**src/hdl/tpsw_pkg.sv**
```systemverilog
`timescale 1ns / 1ps
`default_nettype none
// ----------------------------------------------------------------------------
// tpsw_pkg: shared constants and types of the split-window normalizer
// Widths of the window arithmetic, register reset values, register indexes
// and the result bundle of the iterative divider.
// ----------------------------------------------------------------------------
package tpsw_pkg;

  // Window and row limits.
  localparam int unsigned MAX_HALF_WIDTH = 32;
  localparam int unsigned MAX_BINS       = 4096;
  localparam int unsigned RING_DEPTH     = 128;
  localparam int unsigned RING_AW        = $clog2(RING_DEPTH);
  localparam int unsigned MAX_RESULTS    = MAX_HALF_WIDTH + 1;

  // Field and register widths.
  localparam int unsigned SAMPLE_W = 16;
  localparam int unsigned BIN_W    = 12;
  localparam int unsigned CNT_W    = 13;
  localparam int unsigned HW_W     = 6;
  localparam int unsigned CLIP_W   = 16;
  localparam int unsigned CFG_IDX_W = 2;
  localparam int unsigned CFG_DATA_W = 16;
  localparam int unsigned RES_CNT_W = $clog2(MAX_RESULTS + 1);

  // Stream data widths, padded to whole bytes.
  localparam int unsigned IN_TDATA_W  = 16;
  localparam int unsigned OUT_TDATA_W = 32;
  localparam int unsigned OUT_PAD_W   = OUT_TDATA_W - BIN_W - SAMPLE_W;

  // Window statistics: up to two segments of MAX_HALF_WIDTH+1 bins each.
  localparam int unsigned N_W    = $clog2(2 * MAX_RESULTS + 1);
  localparam int unsigned SUM_W  = SAMPLE_W + N_W;
  localparam int unsigned NN_W   = 2 * N_W;
  localparam int unsigned FRAC_W = 8;
  localparam int unsigned NUM_W  = SAMPLE_W + FRAC_W + NN_W;
  localparam int unsigned DEN_W  = SUM_W + N_W + 1;
  localparam int unsigned CLIPS_W = CLIP_W + SUM_W;
  localparam int unsigned CLIP_FRAC_W = 12;

  // Shared multiplier operands and product.
  localparam int unsigned MUL_W  = SUM_W;
  localparam int unsigned PROD_W = 2 * MUL_W;

  // Divider: 16 quotient bits plus one step for the saturation test.
  localparam int unsigned QUOT_W = 16;
  localparam int unsigned DSR_W  = DEN_W + QUOT_W;
  localparam int unsigned DSTEP_W = $clog2(QUOT_W + 1);

  // Result constants in Q8.8.
  localparam logic [QUOT_W-1:0] Q_ONE = QUOT_W'(256);
  localparam logic [QUOT_W-1:0] Q_MAX = '1;

  // Register reset values.
  localparam logic [HW_W-1:0]   OUTER_RST = HW_W'(16);
  localparam logic [HW_W-1:0]   GAP_RST   = HW_W'(2);
  localparam logic [CLIP_W-1:0] CLIP_RST  = CLIP_W'(6144);

  // Register indexes of the configuration port.
  typedef enum logic [CFG_IDX_W-1:0] {
    CFG_OUTER = 2'd0,
    CFG_GAP   = 2'd1,
    CFG_CLIP  = 2'd2
  } cfg_idx_e;

  // Result of one division.
  typedef struct packed {
    logic              done;
    logic              sat;
    logic [QUOT_W-1:0] quot;
  } div_res_t;

endpackage : tpsw_pkg
`default_nettype wire

```
**src/hdl/tpsw_mul.sv**
```systemverilog
`timescale 1ns / 1ps
`default_nettype none
// ----------------------------------------------------------------------------
// tpsw_mul: shared unsigned multiplier
// One registered product per cycle; the sequencer steers both operands.
// ----------------------------------------------------------------------------
module tpsw_mul (
  input  wire                          clk_i,
  input  wire  [tpsw_pkg::MUL_W-1:0]   a_i,
  input  wire  [tpsw_pkg::MUL_W-1:0]   b_i,
  output logic [tpsw_pkg::PROD_W-1:0]  p_o
);
  import tpsw_pkg::*;

  logic [PROD_W-1:0] p_q;

  // Product register, loaded in the cycle after the operands.
  always_ff @(posedge clk_i) begin
    p_q <= PROD_W'(a_i) * PROD_W'(b_i);
  end

  assign p_o = p_q;

endmodule : tpsw_mul
`default_nettype wire

```
**config.mk**
```make
export PLATFORM = sky130hd
export DESIGN_NAME = tpsw_mul
export DESIGN_NICKNAME = d
export VERILOG_FILES = /design/src/hdl/tpsw_pkg.sv /design/src/hdl/tpsw_mul.sv
export SDC_FILE = /design/constraint.sdc
export NUM_CORES = 1
export LEC_CHECK = 0
export BUFFER_PORTS_ARGS = -buffer_cell sky130_fd_sc_hd__buf_2
export CAP_MARGIN = 10
export CORE_ASPECT_RATIO = 2
export CORE_MARGIN = 2
export CORE_UTILIZATION = 59
export CTS_CLUSTER_DIAMETER = 150
export DETAILED_ROUTE_END_ITERATION = 10
export PLACE_DENSITY = 0.79
export SYNTH_ARGS = -nofsm -noshare
export SYNTH_HDL_FRONTEND = slang
export SYNTH_SLANG_ARGS = --single-unit
export TNS_END_PERCENT = 100
```
**constraint.sdc**
```tcl
create_clock -name clk_i -period 7.3 [get_ports clk_i]
set_input_delay 1.46 -clock clk_i [delete_from_list [all_inputs] [get_ports clk_i]]
set_output_delay 1.46 -clock clk_i [all_outputs]
set_load 0.01 [all_outputs]
```
Word level (Yosys, flattened, before mapping)
Cells that the tools add are included.
{"block": "word_totals", "regBits": 46, "input_bits": 47, "out_inout_bits": 46}
{"block": "classes", "multipliers": 1}
{"operator": "$mul 23x23->46", "n": 1}

Depth between registers and ports, before layout
Gate-level depths: netlist of run 1.
{"block": "depth", "word_depth": 1, "depth_mapped": 25, "depth_no_buf": 24}

Worst setup path after synthesis of run 1
No wires, ideal clock.
{"block": "synth_timing", "kind": "in2reg", "from": "input port a_i[18] (netlist bit)", "to": "register p_q[45] (netlist: p_o[45])", "setup_time_ns": 0.127, "required_time_ns": 7.173, "path_slack_ns": -0.252, "cell_stages": 24, "arrival_ns": 7.425, "path_cell_list": "clkbuf_1 nand2_1 fa_1 inv_1 fa_1 inv_1 fa_1 inv_1 fa_1 fa_1 fa_1 inv_1 fa_1 inv_1 ha_1 buf_2 a21oi_1 o22ai_1 o21ai_0 or2b_4 a41o_4 a41oi_4 nor3_1 or3b_1"}
{"block": "synth_via", "elab_chain_len": 1}
{"element": "from (decl)", "line": "tpsw_mul.sv:9", "text": "input wire [tpsw_pkg::MUL_W-1:0] a_i,"}
{"element": "$mul 23x23->46", "line": "tpsw_mul.sv:19", "text": "p_q <= PROD_W'(a_i) * PROD_W'(b_i);"}
{"element": "to (signal assigned)", "line": "tpsw_mul.sv:19"}
{"element": "to (decl)", "line": "tpsw_mul.sv:15", "text": "logic [PROD_W-1:0] p_q;"}
No other way between the ends.

Worst setup path in the final report of run 1
{"block": "layout_timing", "from": "input port b_i[8] (netlist bit)", "to": "register p_q[38] (netlist: p_o[38])"}
{"block": "layout_via", "elab_chain_len": 1}
{"element": "from (decl)", "line": "tpsw_mul.sv:10", "text": "input wire [tpsw_pkg::MUL_W-1:0] b_i,"}
{"element": "$mul 23x23->46", "line": "tpsw_mul.sv:19"}
No other way between the ends.

==> qor.csv, run 1 <==
metric,value,unit
total iterations of the first detailed-routing run,7,
crit path kind,in2reg,
crit path max fanout,12,
min-delay worst type,in2reg,
Clock Path Buffers,2,
largest net degree at the start of global routing,24,
Final setup viols,2,
die height,254.8,µm
Multi-input gate area,15910,µm²
share of layout cells above drive strength 1,0.1986,
initial antenna violation count,1,
crit path capture type,register,
total track usage,0.3645,
status,"finished, violations left",
Num CTS Buffers,5,
CTS root buf,clkbuf_16,
Synth cell types,57,
DP Cell Count,2695,
DR DRC count,0,
crit path launch type,input port,
top_reg_cell synth,dfxtp_1,
Mapped Cells,2081,
Syn Nets,2738,
CTS HTree Levels,2,
"commonest cells after routing, fill and taps aside","inv_1, fa_1, nand2_1, and2_1, buf_4",
Iteration-0 DRC Markers,902,
post-synthesis cell area,18560,µm²
register area,920.9,µm²
Worst EP required,7490,ps
final worst-path cycle share,1.005,
initial core utilization,0.6014,
Final Hold Fails,0,
share of synthesized registers carrying an async set or reset,0,
max capacitance violation total,0,
fmax,136.3,MHz
number of clock sinks,46,
"commonest non-fill, non-tap cell in the layout",inv_1,
Final WS setup,-34.31,ps
Finished Layout Cells,2720,
FP Rows,91,
IO Port Bufs,92,
core area,30860,µm²
failing checks,negative setup slack,
WL/cell,21.69,µm
measured slew at the worst slew-check pin,410.7,ps
relative slew slack,0.7262,
Yosys warnings,0,
GPL Wtd Cong,0.9900,
RSZ-0062 raised after global routing,true,
final WL,58.99,mm
Synth Area per Inst,8.917,µm²
max-slew violations,0,
detailed-route via count,15240,
hpwl dp,48.30,mm
sequential-to-total area share from yosys stat,0.04963,
routed wl met2,32.04,mm
clock edge transition at the registers on the reported setup and hold paths,70,ps
min Tclk post-route,7334,ps
CTS tree,done,
WL met3,3.310,mm
number of vias per cell,5.602,
gr ovfl total,0,
Fill cells,2228,
Worst Path Arrival,7520,ps
met1 WL,15.33,mm
DR top layer,met5,
max reg flops,46,
Post-CTS Hold Fix Bufs,0,
# nets final,2957,
Die ar.,32970,µm²
global-route wire length before repair,88.28,mm
antenna-violating nets left,0,
I/O pin cnt,93,
chip width,129.4,µm
vias in the first global route,17230,
Post-synth EDFFs,0,
post-synthesis register bit count,46,
synthesis-to-layout area growth,19.08,%
[worst paths after layout]
check,start,end,slack [ps],cells past startpoint
min,b_i[0],p_o[0],1640,2
max,b_i[8],p_o[38],-30,24
[logic make-up after synthesis]
logic type	count (synthesis)	synth area share
and+or+nand+nor	631	0.1668
AOI/OAI and AO/OA	130	0.04801
DFF	46	0.04963
adders and majority gates	610	0.5885
buffers and inverters	620	0.1263
xor gates and xnor gates	44	0.02077
[worst max-delay path: stages]
cell and delay, ps:
buf_12 130, buf_8 140, and2_4 160, fa_2 410, fa_1 610, inv_2 50
fa_1 530, fa_1 460, fa_1 640, inv_1 80, fa_1 500, inv_1 60
fa_1 490, inv_2 50, ha_4 270, buf_4 110, a21o_1 160, a21o_1 140
a21oi_2 70, o21ai_2 180, a21oi_4 70, o41ai_4 430, a31oi_1 160, xnor2_1 150
[routing by layer]
metal	track usage	vias up
li1	-	6482
met4	0.3932	2
met3	0.08181	403
met1	0.2942	7645
met2	0.6638	705
met5	0	-
[per-stage QoR]
stage / instance area, µm² / worst slack [ps] / util / setup TNS [ps] / hold slack [ps]
floorplan: 18620 / -60.83 / - / -60.83 / 1582
global placement: 20820 / -440.1 / 0.6746 / -6004 / 1854
detailed placement: 20820 / -514.4 / 0.6746 / -8094 / 1854
CTS: 21180 / -7.976 / 0.6863 / -7.976 / 1632
global route: 22090 / -149.9 / 0.7160 / -766.9 / 1643
finish: 22100 / -34.31 / 0.7161 / -41.05 / 1643
[what timing repair did]
action,CTS,global route
cloned,0,2
pin swaps,15,84
endpoints found under the setup margin,17,24
setup buffers,2,12
resized for setup,46,195
[cells in the mapped netlist, types with 2 or more instances]
master,instances,area (µm²)
a211oi_1,2,15.01
a21o_1,26,195.2
a21oi_1,39,195.2
a31oi_1,8,50.05
and2_1,244,1526
and3_1,3,18.77
buf_2,4,20.02
clkbuf_1,104,390.4
dfxtp_1,46,920.9
fa_1,438,8768
ha_1,172,2152
inv_1,510,1914
nand2_1,318,1194
nand2b_1,2,12.51
nand3_1,12,60.06
nand3b_1,2,15.01
nand4_1,14,87.58
nor2_1,20,75.07
nor3_1,4,20.02
nor4_1,2,12.51
o2111ai_1,4,35.03
o211ai_1,3,22.52
o21ai_0,20,100.1
o21bai_1,5,37.54
o221ai_1,3,26.28
or3_1,3,18.77
xnor2_1,25,219.0
xor2_1,19,166.4
[final cells by class]
| class | count | share of cell area |
|---|---|---|
| clock buffers | 6 | 0.005832 |
| clock inverters | 2 | 0.001699 |
| diodes | 1 | 0.0001133 |
| flip-flops and latches | 46 | 0.04168 |
| inverters | 510 | 0.08675 |
| well taps | 418 | 0.02367 |
| multi-input cells | 1415 | 0.7199 |
| repair buffers | 322 | 0.1203 |
Power of run 1 is left out: the tool's default activity adds up to more than one toggle a clock period on the data nets, which glitch-free logic cannot reach.
==> inputs of run 2 (changes only) <==
--- a/config.mk
+++ b/config.mk
@@ -7,9 +7,11 @@
 export LEC_CHECK = 0
 export BUFFER_PORTS_ARGS = -buffer_cell sky130_fd_sc_hd__buf_2
 export CAP_MARGIN = 10
+export CELL_PAD_IN_SITES_DETAIL_PLACEMENT = 1
+export CELL_PAD_IN_SITES_GLOBAL_PLACEMENT = 2
 export CORE_ASPECT_RATIO = 2
 export CORE_MARGIN = 2
-export CORE_UTILIZATION = 59
+export CORE_UTILIZATION = 37
 export CTS_CLUSTER_DIAMETER = 150
 export DETAILED_ROUTE_END_ITERATION = 10
 export PLACE_DENSITY = 0.79
==> run 2 against run 1 <==
Global-route usage shrank 11 points. Critical path depth fell by 1. Largest cell class unchanged. Design area rose by 2.2%. The flow still finishes with violations (negative setup slack). Utilization shrank 26 points. Fmax down 0.48%. Setup slack got worse by 36 ps.
==> qor.csv, run 2 (synthesized netlist as in run 1, its figures left out) <==
metric,value,unit
max reg flops,46,
WL/cell,21.70,µm
crit path launch type,input port,
Hold Crit Depth,2,
core area,49780,µm²
status,"finished, violations left",
max-slew violations,0,
I/O pin cnt,93,
number of clock sinks,46,
RSZ-0062 raised after global routing,true,
GPL Wtd Cong,0.9199,
max capacitance violation total,0,
vias in the first global route,18010,
synthesis-to-layout area growth,21.65,%
min Tclk post-route,7370,ps
global-route wire length before repair,96.95,mm
final WL,64.51,mm
crit path max fanout,7,
Die ar.,52070,µm²
met1 Use GR,0.1990,
gr ovfl total,0,
met2 GRT Util,0.5188,
initial core utilization,0.3727,
"commonest cells after routing, fill and taps aside","inv_1, fa_1, nand2_1, buf_4, and2_1",
setup TNS,-69.89,ps
clock edge transition at the registers on the reported setup and hold paths,80,ps
FP Rows,116,
Iteration-0 DRC Markers,419,
CTS HTree Levels,2,
final worst-path cycle share,1.010,
CTS tree,done,
hpwl dp,56.42,mm
Worst EP required,7490,ps
share of layout cells above drive strength 1,0.2165,
crit path capture type,register,
Num CTS Buffers,5,
total iterations of the first detailed-routing run,5,
placed cell area,21270,µm²
relative slew slack,0.7166,
die height,320.7,µm
# nets final,2979,
Final WS setup,-69.89,ps
measured slew at the worst slew-check pin,425.0,ps
initial antenna violation count,1,
"commonest non-fill, non-tap cell in the layout",inv_1,
total track usage,0.2504,
crit path kind,in2reg,
Top Usage Layer GRT,met2,
Final Hold Fails,0,
Clock Path Buffers,2,
fmax,135.7,MHz
Worst Path Arrival,7560,ps
Post-CTS Hold Fix Bufs,0,
IO Port Bufs,92,
met3 GRT Util,0.01616,
CTS root buf,clkbuf_16,
failing checks,negative setup slack,
chip width,162.4,µm
cell area after layout,22570,µm²
min-delay worst type,in2reg,
Final setup viols,1,
detailed-route via count,15020,
DR DRC count,0,
number of vias per cell,5.053,
largest net degree at the start of global routing,24,
antenna-violating nets left,0,
run 2: cell count changes in the layout (fill, tap and decap cells not counted), sizes merged:
cell and delta:
buf +21, clkinv +1, clkinvlp -1, inv +1
run 2: area by class of cell:
class | count | area (µm²)
Fill cell | 5765 | 27210
Multi-Input combinational cell | 1415 | 16000
Timing Repair Buffer | 344 | 2753
Inverter | 510 | 1914
Sequential cell | 46 | 920.9
Tap cell | 649 | 812.0
Clock buffer | 5 | 125.1
Clock inverter | 3 | 43.79
Antenna cell | 1 | 2.502
run 2: what timing repair did:
| item | in CTS | in global routing |
|---|---|---|
| setup endpoints to repair | 19 | 18 |
| pin swaps | 56 | 52 |
| resized for setup | 148 | 105 |
| setup buffers | 6 | 10 |
| gates cloned | 1 | 0 |
run 2: worst max-delay path: stages:
cell and delay, ps:
buf_12 120, buf_12 140, and2_1 140, fa_1 480, inv_1 50, fa_1 470, fa_1 610, inv_1 70
fa_1 530, inv_1 50, fa_1 520, fa_1 450, fa_1 500, inv_1 80, ha_4 310, nand2_2 90
nor2_4 170, o2111ai_4 180, a31oi_4 210, a41o_4 270, a41oi_4 120, o21ai_1 150, or3b_1 350
run 2: stage by stage:
stage | std cells | worst slack (ps) | utilization | hold slack [ps]
finish | 2973 | -69.89 | 0.4534 | 1634
detailed placement | 2948 | -689.0 | 0.4273 | 1855
global placement | 2948 | -601.8 | 0.4273 | 1855
floorplan | 2081 | -60.83 | - | 1582
global route | 2973 | -183.5 | 0.4534 | 1663
CTS | 2962 | 0.3846 | 0.4436 | 1625
run 2: worst paths after layout:
path / end / start
min: p_o[0] / b_i[0]
max: p_o[45] / a_i[9]
run 2: layer usage:
metal	wire length (µm)	share of wire
met5	0	0
met1	17530	0.27
met2	38810	0.60
met3	1072	0.017
met4	7097	0.11
Power of run 2 is left out for the same reason.
