`src/hdl/tpsw_pkg.sv`:
```
`timescale 1ns / 1ps
`default_nettype none
// ----------------------------------------------------------------------------
// tpsw_pkg: shared constants and types of the split-window normalizer
// Widths of the window arithmetic, register reset values, register indexes
// and the result bundle of the iterative divider.
// ----------------------------------------------------------------------------
package tpsw_pkg;

  // Window and row limits.
  localparam int unsigned MAX_HALF_WIDTH = 32;
  localparam int unsigned MAX_BINS       = 4096;
  localparam int unsigned RING_DEPTH     = 128;
  localparam int unsigned RING_AW        = $clog2(RING_DEPTH);
  localparam int unsigned MAX_RESULTS    = MAX_HALF_WIDTH + 1;

  // Field and register widths.
  localparam int unsigned SAMPLE_W = 16;
  localparam int unsigned BIN_W    = 12;
  localparam int unsigned CNT_W    = 13;
  localparam int unsigned HW_W     = 6;
  localparam int unsigned CLIP_W   = 16;
  localparam int unsigned CFG_IDX_W = 2;
  localparam int unsigned CFG_DATA_W = 16;
  localparam int unsigned RES_CNT_W = $clog2(MAX_RESULTS + 1);

  // Stream data widths, padded to whole bytes.
  localparam int unsigned IN_TDATA_W  = 16;
  localparam int unsigned OUT_TDATA_W = 32;
  localparam int unsigned OUT_PAD_W   = OUT_TDATA_W - BIN_W - SAMPLE_W;

  // Window statistics: up to two segments of MAX_HALF_WIDTH+1 bins each.
  localparam int unsigned N_W    = $clog2(2 * MAX_RESULTS + 1);
  localparam int unsigned SUM_W  = SAMPLE_W + N_W;
  localparam int unsigned NN_W   = 2 * N_W;
  localparam int unsigned FRAC_W = 8;
  localparam int unsigned NUM_W  = SAMPLE_W + FRAC_W + NN_W;
  localparam int unsigned DEN_W  = SUM_W + N_W + 1;
  localparam int unsigned CLIPS_W = CLIP_W + SUM_W;
  localparam int unsigned CLIP_FRAC_W = 12;

  // Shared multiplier operands and product.
  localparam int unsigned MUL_W  = SUM_W;
  localparam int unsigned PROD_W = 2 * MUL_W;

  // Divider: 16 quotient bits plus one step for the saturation test.
  localparam int unsigned QUOT_W = 16;
  localparam int unsigned DSR_W  = DEN_W + QUOT_W;
  localparam int unsigned DSTEP_W = $clog2(QUOT_W + 1);

  // Result constants in Q8.8.
  localparam logic [QUOT_W-1:0] Q_ONE = QUOT_W'(256);
  localparam logic [QUOT_W-1:0] Q_MAX = '1;

  // Register reset values.
  localparam logic [HW_W-1:0]   OUTER_RST = HW_W'(16);
  localparam logic [HW_W-1:0]   GAP_RST   = HW_W'(2);
  localparam logic [CLIP_W-1:0] CLIP_RST  = CLIP_W'(6144);

  // Register indexes of the configuration port.
  typedef enum logic [CFG_IDX_W-1:0] {
    CFG_OUTER = 2'd0,
    CFG_GAP   = 2'd1,
    CFG_CLIP  = 2'd2
  } cfg_idx_e;

  // Result of one division.
  typedef struct packed {
    logic              done;
    logic              sat;
    logic [QUOT_W-1:0] quot;
  } div_res_t;

endpackage : tpsw_pkg
`default_nettype wire

```
`src/hdl/tpsw_div.sv`:
```
`timescale 1ns / 1ps
`default_nettype none
// ----------------------------------------------------------------------------
// tpsw_div: iterative restoring divider with saturation
// First step tests the quotient against 2^16, then one quotient bit per
// cycle from the top down. A done pulse carries the result.
// ----------------------------------------------------------------------------
module tpsw_div (
  input  wire                          clk_i,
  input  wire                          rst_ni,
  input  wire                          start_i,
  input  wire  [tpsw_pkg::NUM_W-1:0]   num_i,
  input  wire  [tpsw_pkg::DEN_W-1:0]   den_i,
  output tpsw_pkg::div_res_t           res_o
);
  import tpsw_pkg::*;

  logic               busy_q;
  logic               done_q;
  logic               sat_q;
  logic [DSTEP_W-1:0] step_q;
  logic [NUM_W-1:0]   rem_q;
  logic [DSR_W-1:0]   dsr_q;
  logic [QUOT_W-1:0]  quot_q;
  logic               ge;

  // Trial compare of the remainder against the shifted divisor.
  assign ge = DSR_W'(rem_q) >= dsr_q;

  // Step sequencer.
  always_ff @(posedge clk_i or negedge rst_ni) begin
    if (!rst_ni) begin
      busy_q <= 1'b0;
      done_q <= 1'b0;
      sat_q  <= 1'b0;
      step_q <= '0;
      rem_q  <= '0;
      dsr_q  <= '0;
      quot_q <= '0;
    end else begin
      done_q <= 1'b0;
      if (start_i) begin
        busy_q <= 1'b1;
        sat_q  <= 1'b0;
        step_q <= DSTEP_W'(QUOT_W);
        rem_q  <= num_i;
        dsr_q  <= {den_i, {QUOT_W{1'b0}}};
        quot_q <= '0;
      end else if (busy_q) begin
        if (step_q == DSTEP_W'(QUOT_W)) begin
          // Quotient of 2^16 or more saturates at once.
          if (ge) begin
            sat_q  <= 1'b1;
            busy_q <= 1'b0;
            done_q <= 1'b1;
          end else begin
            dsr_q  <= dsr_q >> 1;
            step_q <= step_q - 1'b1;
          end
        end else begin
          if (ge) begin
            rem_q <= rem_q - dsr_q[NUM_W-1:0];
            quot_q[step_q[$clog2(QUOT_W)-1:0]] <= 1'b1;
          end
          if (step_q == '0) begin
            busy_q <= 1'b0;
            done_q <= 1'b1;
          end else begin
            dsr_q  <= dsr_q >> 1;
            step_q <= step_q - 1'b1;
          end
        end
      end
    end
  end

  assign res_o.done = done_q;
  assign res_o.sat  = sat_q;
  assign res_o.quot = quot_q;

endmodule : tpsw_div
`default_nettype wire

```
`config.mk`:
```
export PLATFORM = sky130hd
export DESIGN_NAME = tpsw_div
export DESIGN_NICKNAME = d
export VERILOG_FILES = /design/src/hdl/tpsw_pkg.sv /design/src/hdl/tpsw_div.sv
export SDC_FILE = /design/constraint.sdc
export NUM_CORES = 1
export LEC_CHECK = 0
export BUFFER_PORTS_ARGS = -buffer_cell sky130_fd_sc_hd__clkbuf_2
export CORE_ASPECT_RATIO = 0.5
export CORE_MARGIN = 2
export CORE_UTILIZATION = 53
export DETAILED_ROUTE_END_ITERATION = 10
export PLACE_DENSITY = 0.74
export SLEW_MARGIN = 10
export SYNTH_ARGS = -nofsm -noshare
export SYNTH_HDL_FRONTEND = slang
export SYNTH_SLANG_ARGS = --single-unit
```
`constraint.sdc`:
```
create_clock -name clk_i -period 3.2 [get_ports clk_i]
set_input_delay 0.48 -clock clk_i [delete_from_list [all_inputs] [get_ports clk_i]]
set_output_delay 0.48 -clock clk_i [all_outputs]
set_load 0.1 [all_outputs]
```
Word-level counts from Yosys, hierarchy flattened
Index checks and enable logic that the tools add are counted.
{ "word_totals": {"wordCells": 59, "output_inout_bits": 18, "input_bits": 72, "register_bits": 109} }
{ "classes": {"n_eq_ne": 4, "n_reduce_logical": 8, "mux": 34, "add_sub_neg": 2, "bitwise": 1, "n_lt_le_gt_ge": 3} }
{ "op_table": {"columns": ["cell", "n"], "rows": [
  ["$mux W47", 5],
  ["$mux W38", 4],
  ["$mux W16", 4],
  ["$ge A38 B47 Y1", 1],
  ["$sub A38 B38 Y38", 1],
  ["$mux W5", 5],
  ["$or A16 B16 Y16", 1],
  ["$mux W1", 15],
  ["$reduce_and A3 Y1", 3],
  ["$ne A3 B3 Y1 const B", 2],
  ["$reduce_bool A2 Y1", 3],
  ["$eq A5 B5 Y1 const B", 1],
  ["$logic_not A5 Y1", 1],
  ["$lt A4 B5 Y1 const B", 1],
  ["$sub A5 B1 Y5 const B", 1],
  ["$demux W1 S4", 1],
  ["$ge A4 B1 Y1 const B", 1],
  ["$ne A2 B2 Y1 const B", 1],
  ["$logic_and A1 B1 Y1", 1]
]} }

Logic depth before layout (Yosys ltp)
Gate-level depths: netlist (run 1).
{ "logic_depth": {"word_depth": 9, "ltp_mapped": 14, "mapped_depth_nobuf": 13} }

Worst setup path before layout (run 1)
Ideal clock, no wire load.
{ "synth_path": {"kind": "register to register", "from": "register rem_q[2]", "to": "register quot_q[0]", "path_stages_with_launch": 12, "setup_slack_ns": 0.338, "period_less_slack_ns": 2.862, "t_arrival_ns": 2.731, "required_ns": 3.068, "path_buffers": 2, "setup_time_ns": 0.132, "cell_sequence": "dfrtp_1 -> ha_1 -> a21oi_2 -> a211oi_2 -> a211oi_2 -> o21bai_2 -> a311o_1 -> a2111o_1 -> buf_6 -> buf_6 -> a21oi_1 -> nor2_1"} }
{ "synth_between": {"elab_chain_len": 3} }
{ "synth_rtl": {"columns": ["element", "line_no", "source"], "rows": [
  ["start: declaration", "tpsw_div.sv:22", "logic [NUM_W-1:0] rem_q;"],
  ["start signal: assignment", "tpsw_div.sv:46", "rem_q <= num_i;"],
  ["start signal: assignment", "tpsw_div.sv:62", "rem_q <= rem_q - dsr_q[NUM_W-1:0];"],
  ["$ge A38 B47 Y1", "tpsw_div.sv:28", "assign ge = DSR_W'(rem_q) >= dsr_q;"],
  ["$reduce_bool A2 Y1 (no line)", null, null],
  ["$reduce_and A3 Y1 (no line)", null, null],
  ["end signal: assignment", "tpsw_div.sv:39", "quot_q <= '0;"],
  ["end signal: assignment", "tpsw_div.sv:48", "quot_q <= '0;"],
  ["end signal: indexed assignment", "tpsw_div.sv:63", "quot_q[step_q[$clog2(QUOT_W)-1:0]] <= 1'b1;"],
  ["end: declaration", "tpsw_div.sv:24", "logic [QUOT_W-1:0] quot_q;"]
]} }
No other way between the ends.
A chain may end at the register's enable or synchronous reset.

Final worst setup path (run 1)
{ "layout_path": {"from": "register dsr_q[14]", "to": "register quot_q[15]"} }
{ "layout_between": {"elab_chain_len": 3} }
{ "layout_rtl": {"columns": ["element", "line_no", "source"], "rows": [
  ["start: declaration", "tpsw_div.sv:23", "logic [DSR_W-1:0] dsr_q;"],
  ["start signal: assignment", "tpsw_div.sv:47", "dsr_q <= {den_i, {QUOT_W{1'b0}}};"],
  ["start signal: assignment", "tpsw_div.sv:57", "dsr_q <= dsr_q >> 1;"],
  ["start signal: assignment", "tpsw_div.sv:69", "dsr_q <= dsr_q >> 1;"],
  ["$ge A38 B47 Y1", "tpsw_div.sv:28", null],
  ["$reduce_bool A2 Y1 (no line)", null, null],
  ["$reduce_and A3 Y1 (no line)", null, null]
]} }
No other way between the ends.

==> results of run 1 <==
power by group:
group          switching [W]  total (W)  internal [W]
Clock               0.000562    0.00111      0.000552
Combinational        0.00247    0.00418       0.00171
Sequential          0.000255    0.00195       0.00170
Total                0.00329    0.00725       0.00396
logic make-up (layout without fill, tap and decap cells):
kind of cell | count (synthesis) | count (layout) | share of synthesized area
simple gates | 263 | 263 | 0.159
compound gates | 254 | 254 | 0.211
buf+inv | 114 | 202 | 0.0697
flops | 109 | 109 | 0.387
fa+ha+maj | 43 | 43 | 0.0775
xor+xnor | 36 | 36 | 0.0448
mux | 35 | 35 | 0.0498
sequential cells by signal, indices dropped and copies added, names as in the netlist:
| register | count |
|---|---|
| busy_q | 1 |
| done_q | 1 |
| dsr_q | 47 |
| sat_q | 1 |
| step_q | 5 |
| quot_q | 16 |
| rem_q | 38 |
area by class of cell:
| class | count | area share |
|---|---|---|
| Multi-Input combinational cell | 631 | 0.483 |
| Sequential cell | 109 | 0.335 |
| Timing Repair Buffer | 124 | 0.0908 |
| Inverter | 62 | 0.0290 |
| Clock buffer | 10 | 0.0281 |
| Tap cell | 170 | 0.0261 |
| Clock inverter | 6 | 0.00768 |
routing by layer:
layer	vias up	share of wire	track usage
li1	3127	-	-
met1	2938	0.48	0.369
met2	194	0.44	0.384
met3	19	0.068	0.0503
met4	0	0.0098	0.0556
met5	-	0	0
final timing paths:
| check | to | cells after the start |
|---|---|---|
| max in group asynchronous | rem_q[18] | 2 |
| hold reg to reg | rem_q[29] | 2 |
| min in group clk_i | dsr_q[32] | 3 |
| setup reg to reg | quot_q[15] | 12 |
| setup / recovery | quot_q[15] | 12 |
| hold / removal | quot_q[12] | 1 |
through the flow:
stage                     power, W  setup slack (ns)  hold slack [ns]  setup TNS (ns)
after global placement     0.00586            0.0841            0.477               0
final                      0.00725             0.102            0.141               0
after global routing       0.00780           -0.0521            0.191          -0.205
after CTS                  0.00707            0.0553            0.163               0
after detailed placement   0.00592            0.0799            0.482               0
after floorplan            0.00492             0.338            0.184               0
what timing repair did:
item / in CTS / in global routing
hold buffers: 0 / 0
gates resized for setup: 0 / 34
buffers inserted: 0 / 6
setup endpoints to repair: 0 / 75
worst max-delay path: cells and delay by family (launching register included):
kind / cells / cell delay (ns)
buffers and inverters: 2 / 0.24
AO/OA/AOI/OAI: 6 / 1.50
flip-flops: 1 / 0.40
adder cells (fa/ha/maj): 1 / 0.31
AND/OR/NAND/NOR: 3 / 0.52
cell usage in the layout (no fill, tap or decap), drive strengths merged, types with 3 or more instances in the layout:
cell and instances:
nor3 8, mux2i 35, dfrtp 109, o31ai 3, a22oi 3, nand3 20
xnor2 23, and3 6, o22ai 9, nand2 120, a31oi 13, and2 3
nor2 79, a21oi 105, ha 42, o211ai 3, a21o 13, o21ai 73
o221ai 3, a211oi 6, nor4 5, clkbuf 97, xor2 13, buf 37
nand4 11, inv 65, o21bai 5, o21a 4
synthesized netlist by cell type, drive strengths merged, types with 11 or more instances:
| master | instances | area share |
|---|---|---|
| xnor2 | 23 | 0.029 |
| nand3 | 20 | 0.014 |
| dfrtp | 109 | 0.39 |
| clkbuf | 32 | 0.017 |
| a21oi | 105 | 0.075 |
| nor2 | 79 | 0.042 |
| o21ai | 73 | 0.052 |
| a21o | 13 | 0.014 |
| mux2i | 35 | 0.050 |
| buf | 20 | 0.019 |
| nand4 | 11 | 0.0098 |
| inv | 62 | 0.033 |
| a31oi | 13 | 0.012 |
| nand2 | 120 | 0.064 |
| xor2 | 13 | 0.016 |
| ha | 42 | 0.075 |
==> run_results.csv, run 1 <==
group,metric,value,unit
outcome,status,"completed",
grt,grt_overflow_total,0,
synth,synthArstFlopShare,1.00,
synth,synthFlopType,"dfrtp_1",
pwr,irDropWorstVdd,0.437,mV
clock_network,cts_root_buffer,"clkbuf_16",
pwr,leakage,3.82,nW
drt,vias,6278,
sta,worst_slew_pin_slew,0.816,ns
sta,drv_slew,0,
worst_setup_path,critPathLaunchType,"register",
grt,first_global_vias,5985,
floorplan,dieArea,14300,um^2
sta,finalHoldViolCount,0,
grt,grt_pass1_wl,29200,um
sta,fin_skew,0.0147,ns
drt,detail_route.wl_per_cell,15.7,um
synth,synth_edf_count,0,
grt,grt_antenna_before_repair,0,
drt,initialDrtViolationCount,401,
worst_setup_path,r2r-start,"dsr_q[14]",
synth,syn_area,7040,um^2
worst_setup_path,worstSetupStartpoint,"dsr_q[14]",
drt,wl,17400,um
clock_network,numCtsBuffers,9,
final_layout,area_delta_synth_final,15.7,%
final_layout,final-seq-area,2730,um^2
placed_design,port_buffers,89,
final_layout,final_util,0.636,
final_layout,layoutNonFillerInstCount,1112,
clock_network,clk_path_buf_depth,2,
synth,postSynthNetCount,969,
worst_setup_path,critPathCaptureType,"register",
placed_design,dp_cells,1090,
worst_setup_path,cpPeakStageDelay,0.54,ns
synth,synth_cells,854,
placed_design,dp_hpwl,12700,um
drt,vias_per_cell,5.65,
worst_setup_path,worst_ep_required_time,3.43,ns
drt,first_pass_iters,5,
clock_network,path_clk_slew,0.08,ns
worst_setup_path,crit_slowest_cell,"a2111o_2",
final_layout,fin_area,8140,um^2
sta,period_minus_slack,3.10,ns
floorplan,coreArea,12800,um^2
worst_setup_path,path_cells,"inv_1 -> ha_2 -> a21oi_2 -> o21ai_1 -> and3_1 -> a21o_1 -> a311o_1 -> a2111o_2 -> buf_4 -> and3_2 -> a21oi_1 -> nor2_1",
final_layout,multi_input_area,3940,um^2
pwr,power.density,890,nW/um^2
worst_hold_path,hold_class,"in2async",
synth,synth.distinct_cells,59,
grt,grt_max_degree,67,
worst_setup_path,ff2ff_setup_slack,0.10,ns
synth,syn_area_per_cell,8.24,um^2
run,max-cap-violations,0,
final_layout,fillCellCount,1085,
placed_design,place_area,7690,um^2
floorplan,fp.dieW,167,um
final_layout,drive_gt1_frac,0.190,
floorplan,start_util,0.550,
synth,yosysSeqAreaShare,0.387,
synth,yosysWarnings,0,
synth,yosys_register_bits,109,
floorplan,fp.dieH,85.5,um
floorplan,num_io_pins,90,
sta,fmaxAchievable,323,MHz
final_layout,n_antenna_cell,0,
sta,min_period_over_period,0.968,
floorplan,fp-row-count,29,
worst_setup_path,cp_max_fo,7,
worst_setup_path,arrival,3.33,ns
clock_network,clk-insertion-delay-late,0.37,ns
sta,maxSlewHeadroom,0.455,
sta,setup_viol,0,
grt,grt_usage,0.250,
clock_network,htreeDepth,3,
worst_setup_path,critPathKind,"reg2reg",
drt,drc,0,
placed_design,gp_congestion,0.913,
clock_network,cts_sinks,109,
drt,drtAntennaViolNets,0,
final_layout,nNetsFinal,1052,
sta,rsz0062_at_grt,"yes",
clock_network,cts_tree,"built",
Power figures use the tool's default switching activity.
==> run 2, diff against run 1 <==
Settings changed: BUFFER_PORTS_ARGS -buffer_cell sky130_fd_sc_hd__clkbuf_2 to -buffer_cell sky130_fd_sc_hd__buf_4.
==> run 2 against run 1 <==
First-iteration DRC count is 0.75% lower. Critical path type unchanged. Combinational power is 4% higher. Critical endpoint is now quot_q[13]. Register-to-register slack improved by 0.02 ns. Worst hold slack improved by 0.010 ns. Clock skew shrank 0.0075 ns. Routed wire length is 3.9% higher. Maximum frequency rose by 0.61%. Cell count increased by 0.81%.
==> run_results.csv, run 2 (synthesis results as in run 1) <==
group,metric,value,unit
drt,wl,18100,um
worst_setup_path,cpPeakStageDelay,0.55,ns
final_layout,area_delta_synth_final,20.3,%
grt,top_usage_layer,"met2",
final_layout,final_util,0.661,
floorplan,fp.dieW,167,um
grt,use_met3,0.0429,
floorplan,start_util,0.550,
final_layout,top_regs,"dsr_q: 47 flops, rem_q: 38 flops, quot_q: 16 flops",
grt,grt_overflow_total,0,
grt,grtUsageMet1,0.378,
final_layout,fin_area,8470,um^2
sta,fmaxAchievable,325,MHz
pwr,power.density,875,nW/um^2
final_layout,final-seq-area,2730,um^2
grt,met2_usage,0.392,
clock_network,clk-insertion-delay-late,0.36,ns
worst_setup_path,reg2reg_depth,12,
floorplan,dieArea,14300,um^2
floorplan,coreArea,12800,um^2
worst_setup_path,path_cells,"ha_1 -> buf_4 -> nand2_1 -> o21ai_0 -> and3_1 -> a21o_1 -> a311o_1 -> a2111o_2 -> buf_12 -> and3_1 -> a21oi_1 -> nor2_1",
worst_setup_path,critPathLaunchType,"register",
grt,grt_antenna_before_repair,0,
placed_design,dp_cells,1102,
worst_setup_path,crit_slowest_cell,"a2111o_2",
sta,worst_slew_pin_slew,0.792,ns
worst_setup_path,worst_ep_required_time,3.43,ns
final_layout,drive_gt1_frac,0.187,
floorplan,num_io_pins,90,
clock_network,cts_root_buffer,"clkbuf_16",
final_layout,regMostFlops,"dsr_q",
drt,drc,0,
worst_setup_path,cp.depth,12,
placed_design,port_buffers,89,
final_layout,multi_input_area,3950,um^2
clock_network,cts_sinks,109,
sta,setup_viol,0,
worst_setup_path,critPathCaptureType,"register",
final_layout,largest_reg_flops,47,
final_layout,layoutNonFillerInstCount,1121,
clock_network,clk_path_buf_depth,2,
sta,rsz0062_at_grt,"yes",
sta,worst_slack,0.120,ns
drt,initialDrtViolationCount,398,
placed_design,gp_congestion,0.920,
worst_setup_path,cp_max_fo,8,
final_layout,final_common_cell,"buf_4",
placed_design,place_area,7990,um^2
clock_network,path_clk_slew,0.08,ns
grt,first_global_vias,6056,
worst_setup_path,path_buf_inv,2,
clock_network,cts_tree,"built",
floorplan,fp-row-count,29,
pwr,irDropWorstVdd,0.437,mV
sta,maxSlewHeadroom,0.471,
worst_setup_path,arrival,3.31,ns
drt,vias,6381,
sta,fin_skew,0.00719,ns
clock_network,htreeDepth,3,
pwr,leakage,3.96,nW
sta,finalHoldViolCount,0,
outcome,status,"completed",
floorplan,fp.dieH,85.5,um
placed_design,place_ws,0.0283,ns
grt,grt_pass1_wl,29500,um
drt,detail_route.wl_per_cell,16.1,um
drt,first_pass_iters,5,
clock_network,numCtsBuffers,9,
grt,grt_max_degree,56,
placed_design,dp_hpwl,13000,um
final_layout,fillCellCount,1123,
run,max-cap-violations,0,
final_layout,nNetsFinal,1062,
sta,min_period_over_period,0.962,
worst_setup_path,critPathKind,"reg2reg",
worst_setup_path,critical_path.top_delay_family,"compound AO/OA/AOI/OAI gates",
final_layout,n_antenna_cell,0,
drt,drtAntennaViolNets,0,
sta,drv_slew,0,
worst_hold_path,hold_class,"in2async",
drt,vias_per_cell,5.69,
sta,period_minus_slack,3.08,ns
worst_setup_path,cp_common_cell,"and3_1",
clock_network,cts-hold-fix-buffers,0,
final_layout,mostFrequentLayoutCells,"buf_4 (128), nand2_1 (119), dfrtp_1 (109), a21oi_1 (96), nor2_1 (79)",
grt,grt_usage,0.253,
[run 2: cell types whose count changed in the layout (fill, tap and decap cells not counted), sizes merged]
| cell | delta |
|---|---|
| clkinvlp | -1 |
| clkbuf | -87 |
| inv | -1 |
| clkinv | +2 |
| buf | +96 |
[run 2: final cells by class]
cell class | instances | share of cell area
clock buffer | 9 | 0.0266
clock inverter | 6 | 0.00709
inverter | 62 | 0.0275
multi-input combinational | 631 | 0.466
sequential | 109 | 0.322
tap | 170 | 0.0251
timing repair buffer | 134 | 0.125
[run 2: worst paths after layout]
kind	start	to	slack (ns)
worst min register to register	quot_q[15]	quot_q[15]	0.50
min in group clk_i	den_i[25]	dsr_q[41]	0.32
worst max-delay path	rem_q[14]	quot_q[13]	0.12
worst min-delay path	rst_ni	quot_q[9]	0.15
worst max register to register	rem_q[14]	quot_q[13]	0.12
max in group asynchronous	rst_ni	rem_q[20]	2.24
[run 2: worst register-to-register path: cells and delay by family, from the launching register on]
family	cells	cell delay [ns]
compound gates	5	1.34
fa+ha+maj	1	0.34
buf+inv	2	0.33
flops	1	0.38
simple gates	4	0.54
[run 2: metal layers]
layer	up-vias	routed length [um]
met2	179	7990
met3	16	1030
met1	3049	8940
met4	0	146
met5	-	0
li1	3137	-
[run 2: repair_timing]
| action | in CTS | in global routing |
|---|---|---|
| resized for setup | 1 | 26 |
| endpoints found under the setup margin | 2 | 38 |
| setup buffers | 0 | 3 |
| gates cloned | 0 | 1 |
| pin swaps | 0 | 6 |
[run 2: where the power goes]
group | total, W | switching (W) | leakage, nW | internal [W]
clock network | 0.00111 | 0.000568 | 0.139 | 0.000542
logic | 0.00435 | 0.00251 | 2.47 | 0.00185
registers | 0.00195 | 0.000252 | 1.35 | 0.00170
[run 2: per-stage QoR]
step	total power (W)	hold slack (ns)	setup TNS (ns)
after floorplan	0.00492	0.184	0
after global placement	0.00598	0.474	0
after detailed placement	0.00606	0.488	0
after CTS	0.00720	0.173	0
after global routing	0.00796	0.192	-0.0540
final	0.00741	0.152	0
==> run 3, diff against run 2 <==
Settings changed: SETUP_SLACK_MARGIN from default to 0.3.
==> run 3 against run 2 <==
Sequential cell count unchanged. Worst hold slack better by 0.0022 ns. Clock skew up 0.0019 ns. Worst setup slack improved by 0.056 ns. Utilization up 6.6 points. Critical endpoint is now rem_q[34].
==> run_results.csv, run 3 (synthesis results as in run 1) <==
group,metric,value,unit
worst_setup_path,critPathCaptureType,"register",
drt,vias_per_cell,5.87,
sta,finalHoldViolCount,0,
run,max-cap-violations,0,
final_layout,n_antenna_cell,0,
sta,period_minus_slack,3.02,ns
sta,min_period_over_period,0.945,
grt,first_global_vias,6384,
pwr,power.density,912,nW/um^2
drt,vias,6722,
floorplan,dieArea,14300,um^2
worst_hold_path,hold_class,"in2async",
final_layout,nNetsFinal,1087,
final_layout,largest_reg_flops,47,
final_layout,fillCellCount,956,
final_layout,final-seq-area,2730,um^2
drt,drc,0,
final_layout,area_delta_synth_final,32.3,%
clock_network,path_clk_slew,0.08,ns
final_layout,final_util,0.727,
final_layout,drive_gt1_frac,0.292,
sta,fin_skew,0.00908,ns
grt,grt_usage,0.271,
final_layout,mostFrequentLayoutCells,"buf_4 (141), nand2_1 (116), dfrtp_1 (109), a21oi_1 (82), nor2_1 (75)",
drt,drtAntennaViolNets,0,
clock_network,numCtsBuffers,9,
placed_design,gp_congestion,0.920,
final_layout,final_common_cell,"buf_4",
drt,first_pass_iters,5,
floorplan,coreArea,12800,um^2
clock_network,cts_root_buffer,"clkbuf_16",
placed_design,dp_cells,1102,
grt,grt_max_degree,56,
clock_network,clk_path_buf_depth,2,
sta,rsz0062_at_grt,"yes",
clock_network,clk-insertion-delay-late,0.36,ns
sta,setup_viol,0,
sta,worst_slew_pin_slew,0.829,ns
clock_network,htreeDepth,3,
clock_network,cts-hold-fix-buffers,0,
floorplan,start_util,0.550,
pwr,leakage,4.20,nW
floorplan,fp.dieW,167,um
sta,drv_slew,0,
pwr,irDropWorstVdd,0.435,mV
grt,grt_pass1_wl,31400,um
placed_design,dp_hpwl,13000,um
drt,detail_route.wl_per_cell,18.0,um
final_layout,layoutNonFillerInstCount,1146,
final_layout,top_regs,"dsr_q: 47 flops, rem_q: 38 flops, quot_q: 16 flops",
sta,tns,0,ns
floorplan,fp-row-count,29,
worst_setup_path,cp_max_fo,3,
worst_setup_path,critPathLaunchType,"register",
placed_design,port_buffers,89,
final_layout,regMostFlops,"dsr_q",
grt,grt_antenna_before_repair,0,
floorplan,num_io_pins,90,
grt,grt_overflow_total,0,
worst_setup_path,critPathKind,"reg2reg",
floorplan,fp.dieH,85.5,um
final_layout,multi_input_area,4480,um^2
worst_setup_path,arrival,3.27,ns
sta,fmaxAchievable,331,MHz
clock_network,cts_sinks,109,
outcome,status,"completed",
clock_network,cts_tree,"built",
drt,initialDrtViolationCount,572,
worst_setup_path,worst_ep_required_time,3.44,ns
sta,maxSlewHeadroom,0.446,
drt,wl,20700,um
==> run 3: worst paths after layout <==
path / startpoint / end / slack, ns / depth (start not counted)
max in group asynchronous: rst_ni / rem_q[20] / 2.22 / 2
max: rem_q[0] / rem_q[34] / 0.18 / 14
max reg2reg: rem_q[0] / rem_q[34] / 0.18 / 14
min: rst_ni / quot_q[9] / 0.15 / 1
min in group clk_i: den_i[25] / dsr_q[41] / 0.32 / 3
min reg2reg: quot_q[15] / quot_q[15] / 0.51 / 2
==> run 3: through the flow <==
| step | hold slack, ns | cell area (um^2) | power (W) | worst slack [ns] |
|---|---|---|---|---|
| 2_1_floorplan | 0.184 | 7040 | 0.00492 | 0.338 |
| 3_5_place_dp | 0.488 | 7990 | 0.00606 | 0.0283 |
| 5_1_grt | 0.203 | 9320 | 0.00902 | 0.0610 |
| 6_report | 0.154 | 9320 | 0.00850 | 0.177 |
| 3_3_place_gp | 0.474 | 7990 | 0.00598 | 0.000297 |
| 4_1_cts | 0.173 | 8740 | 0.00755 | 0.296 |
==> run 3: cell type report <==
class                   count  area share
clock buffers               9      0.0242
clock inverters             6     0.00645
inverters                  62      0.0254
multi-input cells         631       0.481
flip-flops and latches    109       0.293
well taps                 170      0.0228
repair buffers            159       0.147
==> run 3: repair_timing <==
| action | in CTS | in global routing |
|---|---|---|
| hold endpoints to repair | 0 | 0 |
| pin swaps | 24 | 42 |
| gates cloned | 1 | 4 |
| endpoints found under the setup margin | 93 | 104 |
| gates resized for setup | 71 | 83 |
| buffers inserted | 10 | 14 |
==> run 3: power by group <==
part	leakage, nW	switching, W	total [W]	internal [W]
clock network	0.139	0.000578	0.00112	0.000542
registers	1.35	0.000298	0.00199	0.00170
logic	2.71	0.00298	0.00539	0.00241
==> run 3: routing by layer <==
layer	part of all wire	track usage
met1	0.47	0.397
met5	0	0
met3	0.066	0.0425
met4	0.011	0.0486
met2	0.46	0.435
==> run 3: worst max-delay path, stage by stage, from the launching register on <==
cell and delay, ns:
dfrtp_1 0.38, inv_1 0.06, ha_2 0.19, inv_2 0.04, fa_2 0.37, a21oi_2 0.16
o211ai_1 0.17, a31oi_2 0.25, nand2_1 0.10, a311o_1 0.46, buf_6 0.16, nor3b_4 0.14
o22ai_2 0.13, xor2_1 0.19, o21ai_1 0.09
